$ cat src/sv/cq_pkg.sv
package cq_pkg;

    localparam int DEPTH  = 8;
    localparam int IDX_W  = $clog2(DEPTH);
    localparam int CNT_W  = $clog2(DEPTH + 1);
    localparam int WORD_W = 32;

    typedef enum logic [1:0] {
        OP_ENQ  = 2'd0,
        OP_DEQ  = 2'd1,
        OP_SHOW = 2'd2,
        OP_NONE = 2'd3
    } op_t;

    typedef enum logic [1:0] {
        STAT_OK    = 2'd0,
        STAT_FULL  = 2'd1,
        STAT_EMPTY = 2'd2
    } status_t;

    typedef enum logic [1:0] {
        CMD_HOLD,
        CMD_PUSH,
        CMD_POP,
        CMD_ROT
    } cmd_kind_t;

    // broadcast to every cell; count is the fill level before the update
    typedef struct packed {
        cmd_kind_t         kind;
        logic [CNT_W-1:0]  count;
    } ring_cmd_t;

endpackage

$ cat src/sv/cq_cell.sv
module cq_cell (
    input  logic                       aclk,
    input  cq_pkg::ring_cmd_t          cmd,
    input  logic [cq_pkg::IDX_W-1:0]   cell_idx,
    input  logic [cq_pkg::WORD_W-1:0]  push_word,
    input  logic [cq_pkg::WORD_W-1:0]  next_word,
    input  logic [cq_pkg::WORD_W-1:0]  ring_word,
    output logic [cq_pkg::WORD_W-1:0]  word
);
    import cq_pkg::*;

    logic [WORD_W-1:0] word_reg;
    logic [WORD_W-1:0] word_next;
    logic [CNT_W-1:0]  my_pos;
    logic [CNT_W-1:0]  top_pos;

    assign my_pos  = CNT_W'(cell_idx);
    assign top_pos = cmd.count - 1'b1;

    always_comb begin
        word_next = word_reg;
        case (cmd.kind)
            CMD_PUSH: begin
                if (my_pos == cmd.count) word_next = push_word;
            end
            CMD_POP: begin
                word_next = next_word;
            end
            CMD_ROT: begin
                // ring closes at the newest entry: it takes the oldest word
                word_next = (my_pos == top_pos) ? ring_word : next_word;
            end
            default: begin
                word_next = word_reg;
            end
        endcase
    end

    always_ff @(posedge aclk) begin
        word_reg <= word_next;
    end

    assign word = word_reg;

endmodule

$ cat src/sv/cq_ctrl.sv
module cq_ctrl (
    input  logic                       aclk,
    input  logic                       aresetn,
    input  logic                       s_tvalid,
    output logic                       s_tready,
    input  logic [1:0]                 opcode,
    input  logic [cq_pkg::WORD_W-1:0]  head_word,
    output cq_pkg::ring_cmd_t          cmd,
    output logic                       m_tvalid,
    input  logic                       m_tready,
    output logic [cq_pkg::WORD_W-1:0]  m_word,
    output logic [1:0]                 m_status,
    output logic                       m_last
);
    import cq_pkg::*;

    typedef enum logic {S_IDLE, S_SHOW} state_t;

    state_t             state_reg, state_next;
    logic [CNT_W-1:0]   count_reg, count_next;
    logic [IDX_W-1:0]   show_idx_reg, show_idx_next;
    logic               m_valid_reg, m_valid_next;
    logic [WORD_W-1:0]  m_word_reg, m_word_next;
    status_t            m_status_reg, m_status_next;
    logic               m_last_reg, m_last_next;
    logic               out_free;
    logic               accept;
    logic               show_last;

    assign out_free  = !m_valid_reg || m_tready;
    assign s_tready  = (state_reg == S_IDLE) && out_free;
    assign accept    = s_tvalid && s_tready;
    assign show_last = (CNT_W'(show_idx_reg) == count_reg - 1'b1);

    always_comb begin
        state_next    = state_reg;
        count_next    = count_reg;
        show_idx_next = show_idx_reg;
        m_valid_next  = m_valid_reg && !m_tready;
        m_word_next   = m_word_reg;
        m_status_next = m_status_reg;
        m_last_next   = m_last_reg;
        cmd.kind      = CMD_HOLD;
        cmd.count     = count_reg;

        case (state_reg)
            S_IDLE: begin
                if (accept) begin
                    case (opcode)
                        OP_ENQ: begin
                            m_valid_next = 1'b1;
                            m_word_next  = '0;
                            m_last_next  = 1'b1;
                            if (count_reg == CNT_W'(DEPTH)) begin
                                m_status_next = STAT_FULL;
                            end else begin
                                m_status_next = STAT_OK;
                                cmd.kind      = CMD_PUSH;
                                count_next    = count_reg + 1'b1;
                            end
                        end
                        OP_DEQ: begin
                            m_valid_next = 1'b1;
                            m_last_next  = 1'b1;
                            if (count_reg == '0) begin
                                m_status_next = STAT_EMPTY;
                                m_word_next   = '0;
                            end else begin
                                m_status_next = STAT_OK;
                                m_word_next   = head_word;
                                cmd.kind      = CMD_POP;
                                count_next    = count_reg - 1'b1;
                            end
                        end
                        OP_SHOW: begin
                            if (count_reg == '0) begin
                                m_valid_next  = 1'b1;
                                m_status_next = STAT_EMPTY;
                                m_word_next   = '0;
                                m_last_next   = 1'b1;
                            end else begin
                                state_next    = S_SHOW;
                                show_idx_next = '0;
                            end
                        end
                        default: begin
                            // unknown opcode: dropped without a result
                        end
                    endcase
                end
            end
            S_SHOW: begin
                if (out_free) begin
                    m_valid_next  = 1'b1;
                    m_status_next = STAT_OK;
                    m_word_next   = head_word;
                    m_last_next   = show_last;
                    cmd.kind      = CMD_ROT;
                    show_idx_next = show_idx_reg + 1'b1;
                    if (show_last) state_next = S_IDLE;
                end
            end
            default: begin
                state_next = S_IDLE;
            end
        endcase
    end

    always_ff @(posedge aclk) begin
        m_word_reg   <= m_word_next;
        m_status_reg <= m_status_next;
        m_last_reg   <= m_last_next;
        show_idx_reg <= show_idx_next;
        if (!aresetn) begin
            state_reg   <= S_IDLE;
            count_reg   <= '0;
            m_valid_reg <= 1'b0;
        end else begin
            state_reg   <= state_next;
            count_reg   <= count_next;
            m_valid_reg <= m_valid_next;
        end
    end

    assign m_tvalid = m_valid_reg;
    assign m_word   = m_word_reg;
    assign m_status = m_status_reg;
    assign m_last   = m_last_reg;

    a_count_range: assert property (@(posedge aclk) disable iff (!aresetn)
        count_reg <= CNT_W'(DEPTH))
        else $error("fill count beyond capacity");

    a_show_in_range: assert property (@(posedge aclk) disable iff (!aresetn)
        state_reg == S_SHOW |-> CNT_W'(show_idx_reg) < count_reg)
        else $error("display walk past newest entry");

    a_full_keeps: assert property (@(posedge aclk) disable iff (!aresetn)
        accept && opcode == OP_ENQ && count_reg == CNT_W'(DEPTH)
        |=> count_reg == CNT_W'(DEPTH) && m_status_reg == STAT_FULL)
        else $error("enqueue on full queue changed fill level");

    a_deq_count: assert property (@(posedge aclk) disable iff (!aresetn)
        accept && opcode == OP_DEQ && count_reg != '0
        |=> count_reg == $past(count_reg) - 1'b1)
        else $error("dequeue did not remove one entry");

endmodule

$ cat src/sv/circular_queue.sv
// Ring-buffer queue of signed 32-bit words, DEPTH entries, in a row of cells.
// Input requests arrive on s_*: s_tuser carries the opcode (enqueue, dequeue,
// display), s_tdata the word to store. Results leave on m_*: m_tuser holds the
// status (ok, full, empty), m_tdata the word, m_tlast marks the final result
// of a request.
// Enqueue and dequeue give one result, registered in the cycle after the request
// is taken; with the receiver ready a new request is taken every cycle.
// Display walks the stored entries oldest first by rotating the cell row one
// place per cycle while the output register is free; the row is back in order
// when the walk ends. An empty display or dequeue gives a single empty status.
// Opcode 3 is taken and dropped.
// A stalled receiver holds the output register; the input side takes a
// request only when that register is free or being emptied, and the display
// walk pauses while it waits.
// Reset (aresetn low, synchronous) empties the queue and clears the output
// valid; stored words are not cleared.
module circular_queue (
    input  logic        aclk,
    input  logic        aresetn,
    input  logic        s_tvalid,
    output logic        s_tready,
    input  logic [31:0] s_tdata,   // [31:0] push_value
    input  logic [1:0]  s_tuser,   // [1:0] opcode
    output logic        m_tvalid,
    input  logic        m_tready,
    output logic [31:0] m_tdata,   // [31:0] word_out
    output logic [1:0]  m_tuser,   // [1:0] status
    output logic        m_tlast
);
    import cq_pkg::*;

    ring_cmd_t          cmd;
    logic [WORD_W-1:0]  cell_word [DEPTH];
    logic [WORD_W-1:0]  cell_next [DEPTH];

    cq_ctrl u_ctrl (
        .aclk      (aclk),
        .aresetn   (aresetn),
        .s_tvalid  (s_tvalid),
        .s_tready  (s_tready),
        .opcode    (s_tuser),
        .head_word (cell_word[0]),
        .cmd       (cmd),
        .m_tvalid  (m_tvalid),
        .m_tready  (m_tready),
        .m_word    (m_tdata),
        .m_status  (m_tuser),
        .m_last    (m_tlast)
    );

    for (genvar i = 0; i < DEPTH; i++) begin : g_cell
        if (i == DEPTH - 1) begin : g_end
            assign cell_next[i] = '0;
        end else begin : g_mid
            assign cell_next[i] = cell_word[i+1];
        end

        cq_cell u_cell (
            .aclk      (aclk),
            .cmd       (cmd),
            .cell_idx  (IDX_W'(i)),
            .push_word (s_tdata),
            .next_word (cell_next[i]),
            .ring_word (cell_word[0]),
            .word      (cell_word[i])
        );
    end

endmodule

$ cat config.mk
export PLATFORM = sky130hd
export DESIGN_NAME = circular_queue
export DESIGN_NICKNAME = d
export VERILOG_FILES = /design/src/sv/cq_pkg.sv /design/src/sv/cq_cell.sv /design/src/sv/cq_ctrl.sv /design/src/sv/circular_queue.sv
export SDC_FILE = /design/constraint.sdc
export NUM_CORES = 1
export LEC_CHECK = 0
export ABC_AREA = 1
export BUFFER_PORTS_ARGS = -buffer_cell sky130_fd_sc_hd__buf_2
export CORE_UTILIZATION = 45
export DETAILED_ROUTE_END_ITERATION = 7
export HOLD_SLACK_MARGIN = 0.03
export MAX_ROUTING_LAYER = met4
export PLACE_DENSITY = 0.64
export SYNTH_ARGS = -nofsm -noshare
export SYNTH_HDL_FRONTEND = slang
export SYNTH_SLANG_ARGS = --single-unit
$ cat constraint.sdc
create_clock -name aclk -period 4.04 [get_ports aclk]
set_clock_uncertainty 0.05 [all_clocks]
set_input_delay 0.404 -clock aclk [delete_from_list [all_inputs] [get_ports aclk]]
set_output_delay 0.404 -clock aclk [all_outputs]
set_load 0.02 [all_outputs]
After elaboration in Yosys (flattened, before gate mapping):

Index checks and enable logic that the tools add are counted.

* flip-flop bits (word level): 300
* output and inout bits: 37

* add/sub/neg operators: 3
* equality and inequality tests: 39
* mux-type cells: 67
* bitwise operators: 1
* reduce and logical (&&, ||, !) cells: 24

Operator list (count)
* 32-bit case mux with 3 select lines: 9
* 32-bit 2-to-1 mux: 20
* 32-bit case mux with 2 select lines: 1
* 3-bit by 4-bit equality test with 1-bit output, first input constant: 8
* 2-bit by 1-bit != test with 1-bit output, second input constant: 9
* 2-bit by 4-bit equality test with 1-bit output, first input constant: 4
* 2-bit 2-to-1 mux: 7
* 2-bit AND reduction: 7
* 1-bit 2-to-1 mux: 13
* 3-bit 2-to-1 mux: 4
* 2-bit != test, second input constant: 6
* 2-bit case mux with 2 select lines: 3
* 4-bit AND reduction: 3
* 1-bit case mux with 2 select lines: 5
* 1-bit by 4-bit equality test with 1-bit output, first input constant: 2
* 4-bit logical NOT: 2
* 4-bit 2-to-1 mux: 2
* 4-bit case mux with 2 select lines: 1
* 2-bit equality test, second input constant: 3
* 2-bit case mux with 3 select lines: 1
* 3-bit case mux with 2 select lines: 1
* 5-bit AND reduction: 1
* 4-bit by 1-bit adder with 4-bit output, second input constant: 1
* 2-bit by 1-bit equality test with 1-bit output, second input constant: 2
* 16 further kinds: 19

Logic depth before layout (Yosys ltp):

* word-level depth: 9
* mapped depth: 13
* depth with buffers taken out: 11

By module:

A second synthesis with hierarchy kept.

* cells, all modules: 2947
* area, all modules: 21570.7 sq um

Modules (own cells, without submodules)
* cq_cell at g_cell[0].u_cell ...: times used 4, cells an instance 340, area each 2427.3 sq um, seq. area each 960.9 sq um
* cq_cell at g_cell[4].u_cell ...: times used 4, cells an instance 340, area each 2414.8 sq um, seq. area each 960.9 sq um
* cq_ctrl: times used 1, cells an instance 225, area each 2194.6 sq um, seq. area each 1261.2 sq um
* circular_queue: times used 1, cells an instance 2, area each 7.5 sq um, seq. area each 0.0 sq um

Worst setup path after synthesis:

OpenSTA, ideal clock, no wires.

* kind: reg-to-reg
* start point: register u_ctrl.count_reg[0]
* end point: register g_cell[5].u_cell.word_reg[0] (enable)
* arrival: 3.566 ns
* path slack: -0.041 ns
* stages on the path, launching flop included: 8
* cell sequence: dfxtp_1 > inv_1 > ha_1 > nand3_1 > nand2_1 > nor2_1 > nand3_1 > o21ai_0

* longest elaborated chain between the ends: 8

Ends and longest elaborated chain
* from (decl): RTL line cq_ctrl.sv:20 `logic [CNT_W-1:0] count_reg, count_next;`
* from (signal assigned): RTL line cq_ctrl.sv:120 `count_reg <= count_next;`
* 4-bit equality test / 4-bit logical NOT (equally long branches): RTL line cq_ctrl.sv:54, cq_ctrl.sv:65
* 1-bit 2-to-1 mux / 2-bit 2-to-1 mux (equally long branches): RTL line cq_ctrl.sv:54, cq_ctrl.sv:65
* 2-bit case mux with 2 select lines: RTL line cq_ctrl.sv:49 `case (opcode)`
* 2-bit 2-to-1 mux: RTL line cq_ctrl.sv:48 `if (accept) begin`
* 2-bit case mux with 2 select lines: RTL line cq_ctrl.sv:46 `case (state_reg)`
* 2-bit by 1-bit equality test with 1-bit output / 2-bit equality test (equally long branches): RTL line cq_cell.sv:22 `case (cmd.kind)`
* 2-bit by 1-bit != test with 1-bit output (no line) / 3-bit nonzero test (equally long branches)
* 2-bit AND reduction (no line) (*)
* to (signal assigned): RTL line cq_cell.sv:40 `word_reg <= word_next;`
* to (decl): RTL line cq_cell.sv:12 `logic [WORD_W-1:0] word_reg;`

Every way passes the cells marked *; elsewhere a longest branch is shown, timed or not.
A chain may end at the register's enable or synchronous reset.

Final worst setup path:

* start point: register u_ctrl.count_reg[0]
* end point: register g_cell[4].u_cell.word_reg[20], data pin

* longest elaborated chain between the ends: 7

Ends and longest elaborated chain
* 4-bit equality test / 4-bit logical NOT (equally long branches): RTL line cq_ctrl.sv:54, cq_ctrl.sv:65
* 1-bit 2-to-1 mux / 2-bit 2-to-1 mux (equally long branches): RTL line cq_ctrl.sv:54, cq_ctrl.sv:65
* 2-bit case mux with 2 select lines: RTL line cq_ctrl.sv:49
* 2-bit 2-to-1 mux: RTL line cq_ctrl.sv:48
* 2-bit case mux with 2 select lines: RTL line cq_ctrl.sv:46
* 2-bit equality test / 2-bit by 1-bit equality test with 1-bit output (equally long branches): RTL line cq_cell.sv:22
* 32-bit case mux with 3 select lines (*): RTL line cq_cell.sv:22
* net g_cell[4].u_cell.word_next[20]: RTL line cq_cell.sv:13 `logic [WORD_W-1:0] word_next;`
* to (signal assigned): RTL line cq_cell.sv:40
* to (decl): RTL line cq_cell.sv:12

Mark *: on every way through the listed nets, which the timed path passes. The rest lies on a longest branch.

==> flow_metrics.tcl <==
set metrics [dict create \
    status "finished, final reports clean" \
    start_util 0.456 \
    hold_viol_final 0 \
    ios 75 \
    antenna_found_initial 0 \
    totalWireLength_um 50800 \
    crit_top_cell "nand2_1" \
    clock_path_buffers 3 \
    fp.coreArea_um2 36500 \
    clkTransAtPathRegs_ns 0.06 \
    fmaxAchievable_ghz 0.305 \
    synthAdderAreaFrac 0.0105 \
    synth.yosys.seq_area_share 0.537 \
    antenna_cells_inserted 0 \
    internal_power_mw 5.86 \
    final_cells 2517 \
    dp_cells 2456 \
    drt-initial-drc-count 1761 \
    nets 2077 \
    cts_buffers 35 \
    yosys.area_share.simple 0.361 \
    synth_top_family_by_area "simple AND/OR/NAND/NOR gates" \
    finalWeightedCongestion 0.814 \
    power_mw 8.41 \
    seqPwrFrac 0.458 \
    post_cts_resized 0 \
    slew_viol_final 0 \
    rsz0062_at_grt "no" \
    whs_ns 0.0924 \
    cp_max_fo 48 \
    viasPerCell 5.92 \
    finalWorstSetupSlack_ns 0.760 \
    vias 14900 \
    grt_max_degree 151 \
    cts_tree "built" \
    die_h_um 194 \
    ir_worst_vdd_mv 0.269 \
    async_flop_share 0 \
    die_w_um 194 \
    synth_seq_cells 300 \
    crit_type "flop to flop" \
    setup_viol 0 \
    clk_latency_ns 0.52 \
    rows 70 \
    wl_per_cell_um 20.2 \
    synth_compound_area_frac 0.0238 \
    arrival_ns 3.50 \
    ys_types 28 \
    drive_gt1_frac 0.0922 \
    post-cts-setup-buffers 0 \
    gr-total-overflow 0 \
    slowest_delay_ns 0.49 \
    placed_area_um2 17500 \
    swShare 0.303 \
    required_ns 4.26 \
    muxShareOfSynthArea 0 \
    power_density_nw_per_um2 451 \
    synth_edf_count 294 \
    root_buffer "clkbuf_16" \
    area_delta_synth_final_pct 11.8 \
    cts_hold_buf 0 \
    tightest_slew_ns 1.00 \
    drc 0 \
    p_leak_nw 7.68 \
    setup.worst_path.end_class "flop" \
    synthFlopType "edfxtp_1" \
    clkPwrFrac 0.368 \
    grt_pass1_vias 14400 \
    io_buffers 74 \
    syn_nets 2078 \
    pre_cts_slack_ns 0.828 \
    start_kind "flop" \
    syn_inst 2026 \
    detail-route-antenna-nets 0 \
    grt_pass1_wl_um 80800 \
    yosysWarnings 0 \
    period_minus_slack_ns 3.28 \
    synth_area_um2 16700 \
    timing.max_cap.violations 0 \
    stdcell_area_um2 18600 \
    relSlewSlack 0.334 \
    synthXorXnorAreaFrac 0.00263 \
    worst_path_max_delay_cell "dfxtp_1" \
    syn_avg_cell_area_um2 8.22 \
    dieArea_um2 37800 \
    worst_hold_path_type "input port to flop" \
    cts.sinks 300 \
    track_usage 0.279 \
    cts_max_level 2 \
    p_comb_frac 0.174 \
    period_share 0.812 \
    p_switching_mw 2.55 \
    first_pass_iters 5 \
    path_cells "inv_1, ha_1, inv_1, nand2_1, nand2_2, buf_4, nand3_2, buf_4, nand2_1, o21ai_0, nand2_1, nand2_1" \
    hpwl_um 28300 \
    largest_reg_flops 256 \
]
==> layer usage <==
metal / GRT usage / wire [um] / part of all wire / up-vias
met1: 0.367 / 21200 / 0.42 / 7143
met2: 0.436 / 23600 / 0.46 / 684
met3: 0.0403 / 4290 / 0.084 / 125
li1: - / - / - / 6941
met4: 0.109 / 1750 / 0.035 / 0
met5: - / 0 / 0 / -
==> placed cells by master, fill, tap and decap left out, types with 4 or more instances in the layout <==
cell type / netlist / routed
o21ai_4: 1 / 8
clkinv_1: 1 / 5
buf_12: 0 / 11
clkinv_2: 0 / 7
xnor2_1: 4 / 4
nor2_1: 55 / 53
o21ai_0: 65 / 58
buf_4: 7 / 31
nand4_1: 142 / 142
inv_2: 4 / 4
a21oi_1: 6 / 6
ha_1: 14 / 12
clkbuf_16: 0 / 37
edfxtp_1: 294 / 294
clkbuf_1: 86 / 10
dfxtp_1: 6 / 6
nand3_2: 1 / 4
inv_1: 107 / 106
nand3_1: 412 / 409
nand2_1: 750 / 746
buf_2: 46 / 74
==> critical path, delay by kind of cell, from the launching register on <==
family                   cells  cell delay, ns
AND/OR/NAND/NOR              6            0.98
adder cells (fa/ha/maj)      1            0.28
AO/OA/AOI/OAI                1            0.08
flip-flops                   1            0.49
buffers and inverters        4            1.12
==> layout make-up <==
class                           instances  area, um^2
Clock buffer                           47         963
Clock inverter                         14         118
Fill cell                            3444       17900
Inverter                              112         425
Multi-Input combinational cell       1460        6760
Sequential cell                       300        8950
Tap cell                              468         586
Timing Repair Buffer                  116         823
==> through the flow <==
step                 util  TNS [ns]
finish              0.510         0
global route        0.510         0
CTS                 0.510         0
detailed placement  0.480         0
global placement    0.480         0
floorplan               -     -5.29
==> path summary, 6_finish.rpt <==
check	depth (start not counted)	slack, ns	to	from
max	12	0.76	g_cell[4].u_cell.word[20]	u_ctrl.count_reg[0]
min	3	0.09	u_ctrl.count_reg[1]	aresetn
max reg2reg	12	0.76	g_cell[4].u_cell.word[20]	u_ctrl.count_reg[0]
min reg2reg	2	0.46	g_cell[0].u_cell.word[2]	g_cell[1].u_cell.word[2]
==> cells in the mapped netlist, types with 2 or more instances <==
library cell    n  share of area
nand2_1       750           0.17
nand3_1       412           0.12
edfxtp_1      294           0.53
nand4_1       142          0.053
inv_1         107          0.024
clkbuf_1       86          0.019
o21ai_0        65          0.020
nor2_1         55          0.012
buf_2          46          0.014
buf_1          14         0.0032
ha_1           14          0.011
buf_4           7         0.0032
a21oi_1         6         0.0018
dfxtp_1         6         0.0072
inv_2           4        0.00090
xnor2_1         4         0.0021
and3_1          2        0.00075
nor3_1          2        0.00060
==> power by group through the flow <==
stage          sequential (mW)  clock, mW  combinational, mW
2_1_floorplan             3.93          0              0.884
3_3_place_gp              3.90          0               1.42
3_5_place_dp              3.91          0               1.44
4_1_cts                   3.85       3.13               1.45
5_1_grt                   3.87       3.25               1.59
6_report                  3.85       3.09               1.46
==> kinds of logic (layout without fill, tap and decap cells) <==
| group | count (synthesis) | count (layout) |
|---|---|---|
| DFF | 300 | 300 |
| xor gates and xnor gates | 5 | 5 |
| adders and majority gates | 14 | 14 |
| AOI/OAI and AO/OA | 76 | 76 |
| and+or+nand+nor | 1365 | 1365 |
| buffers and inverters | 266 | 289 |
Power figures use the tool's default switching activity.
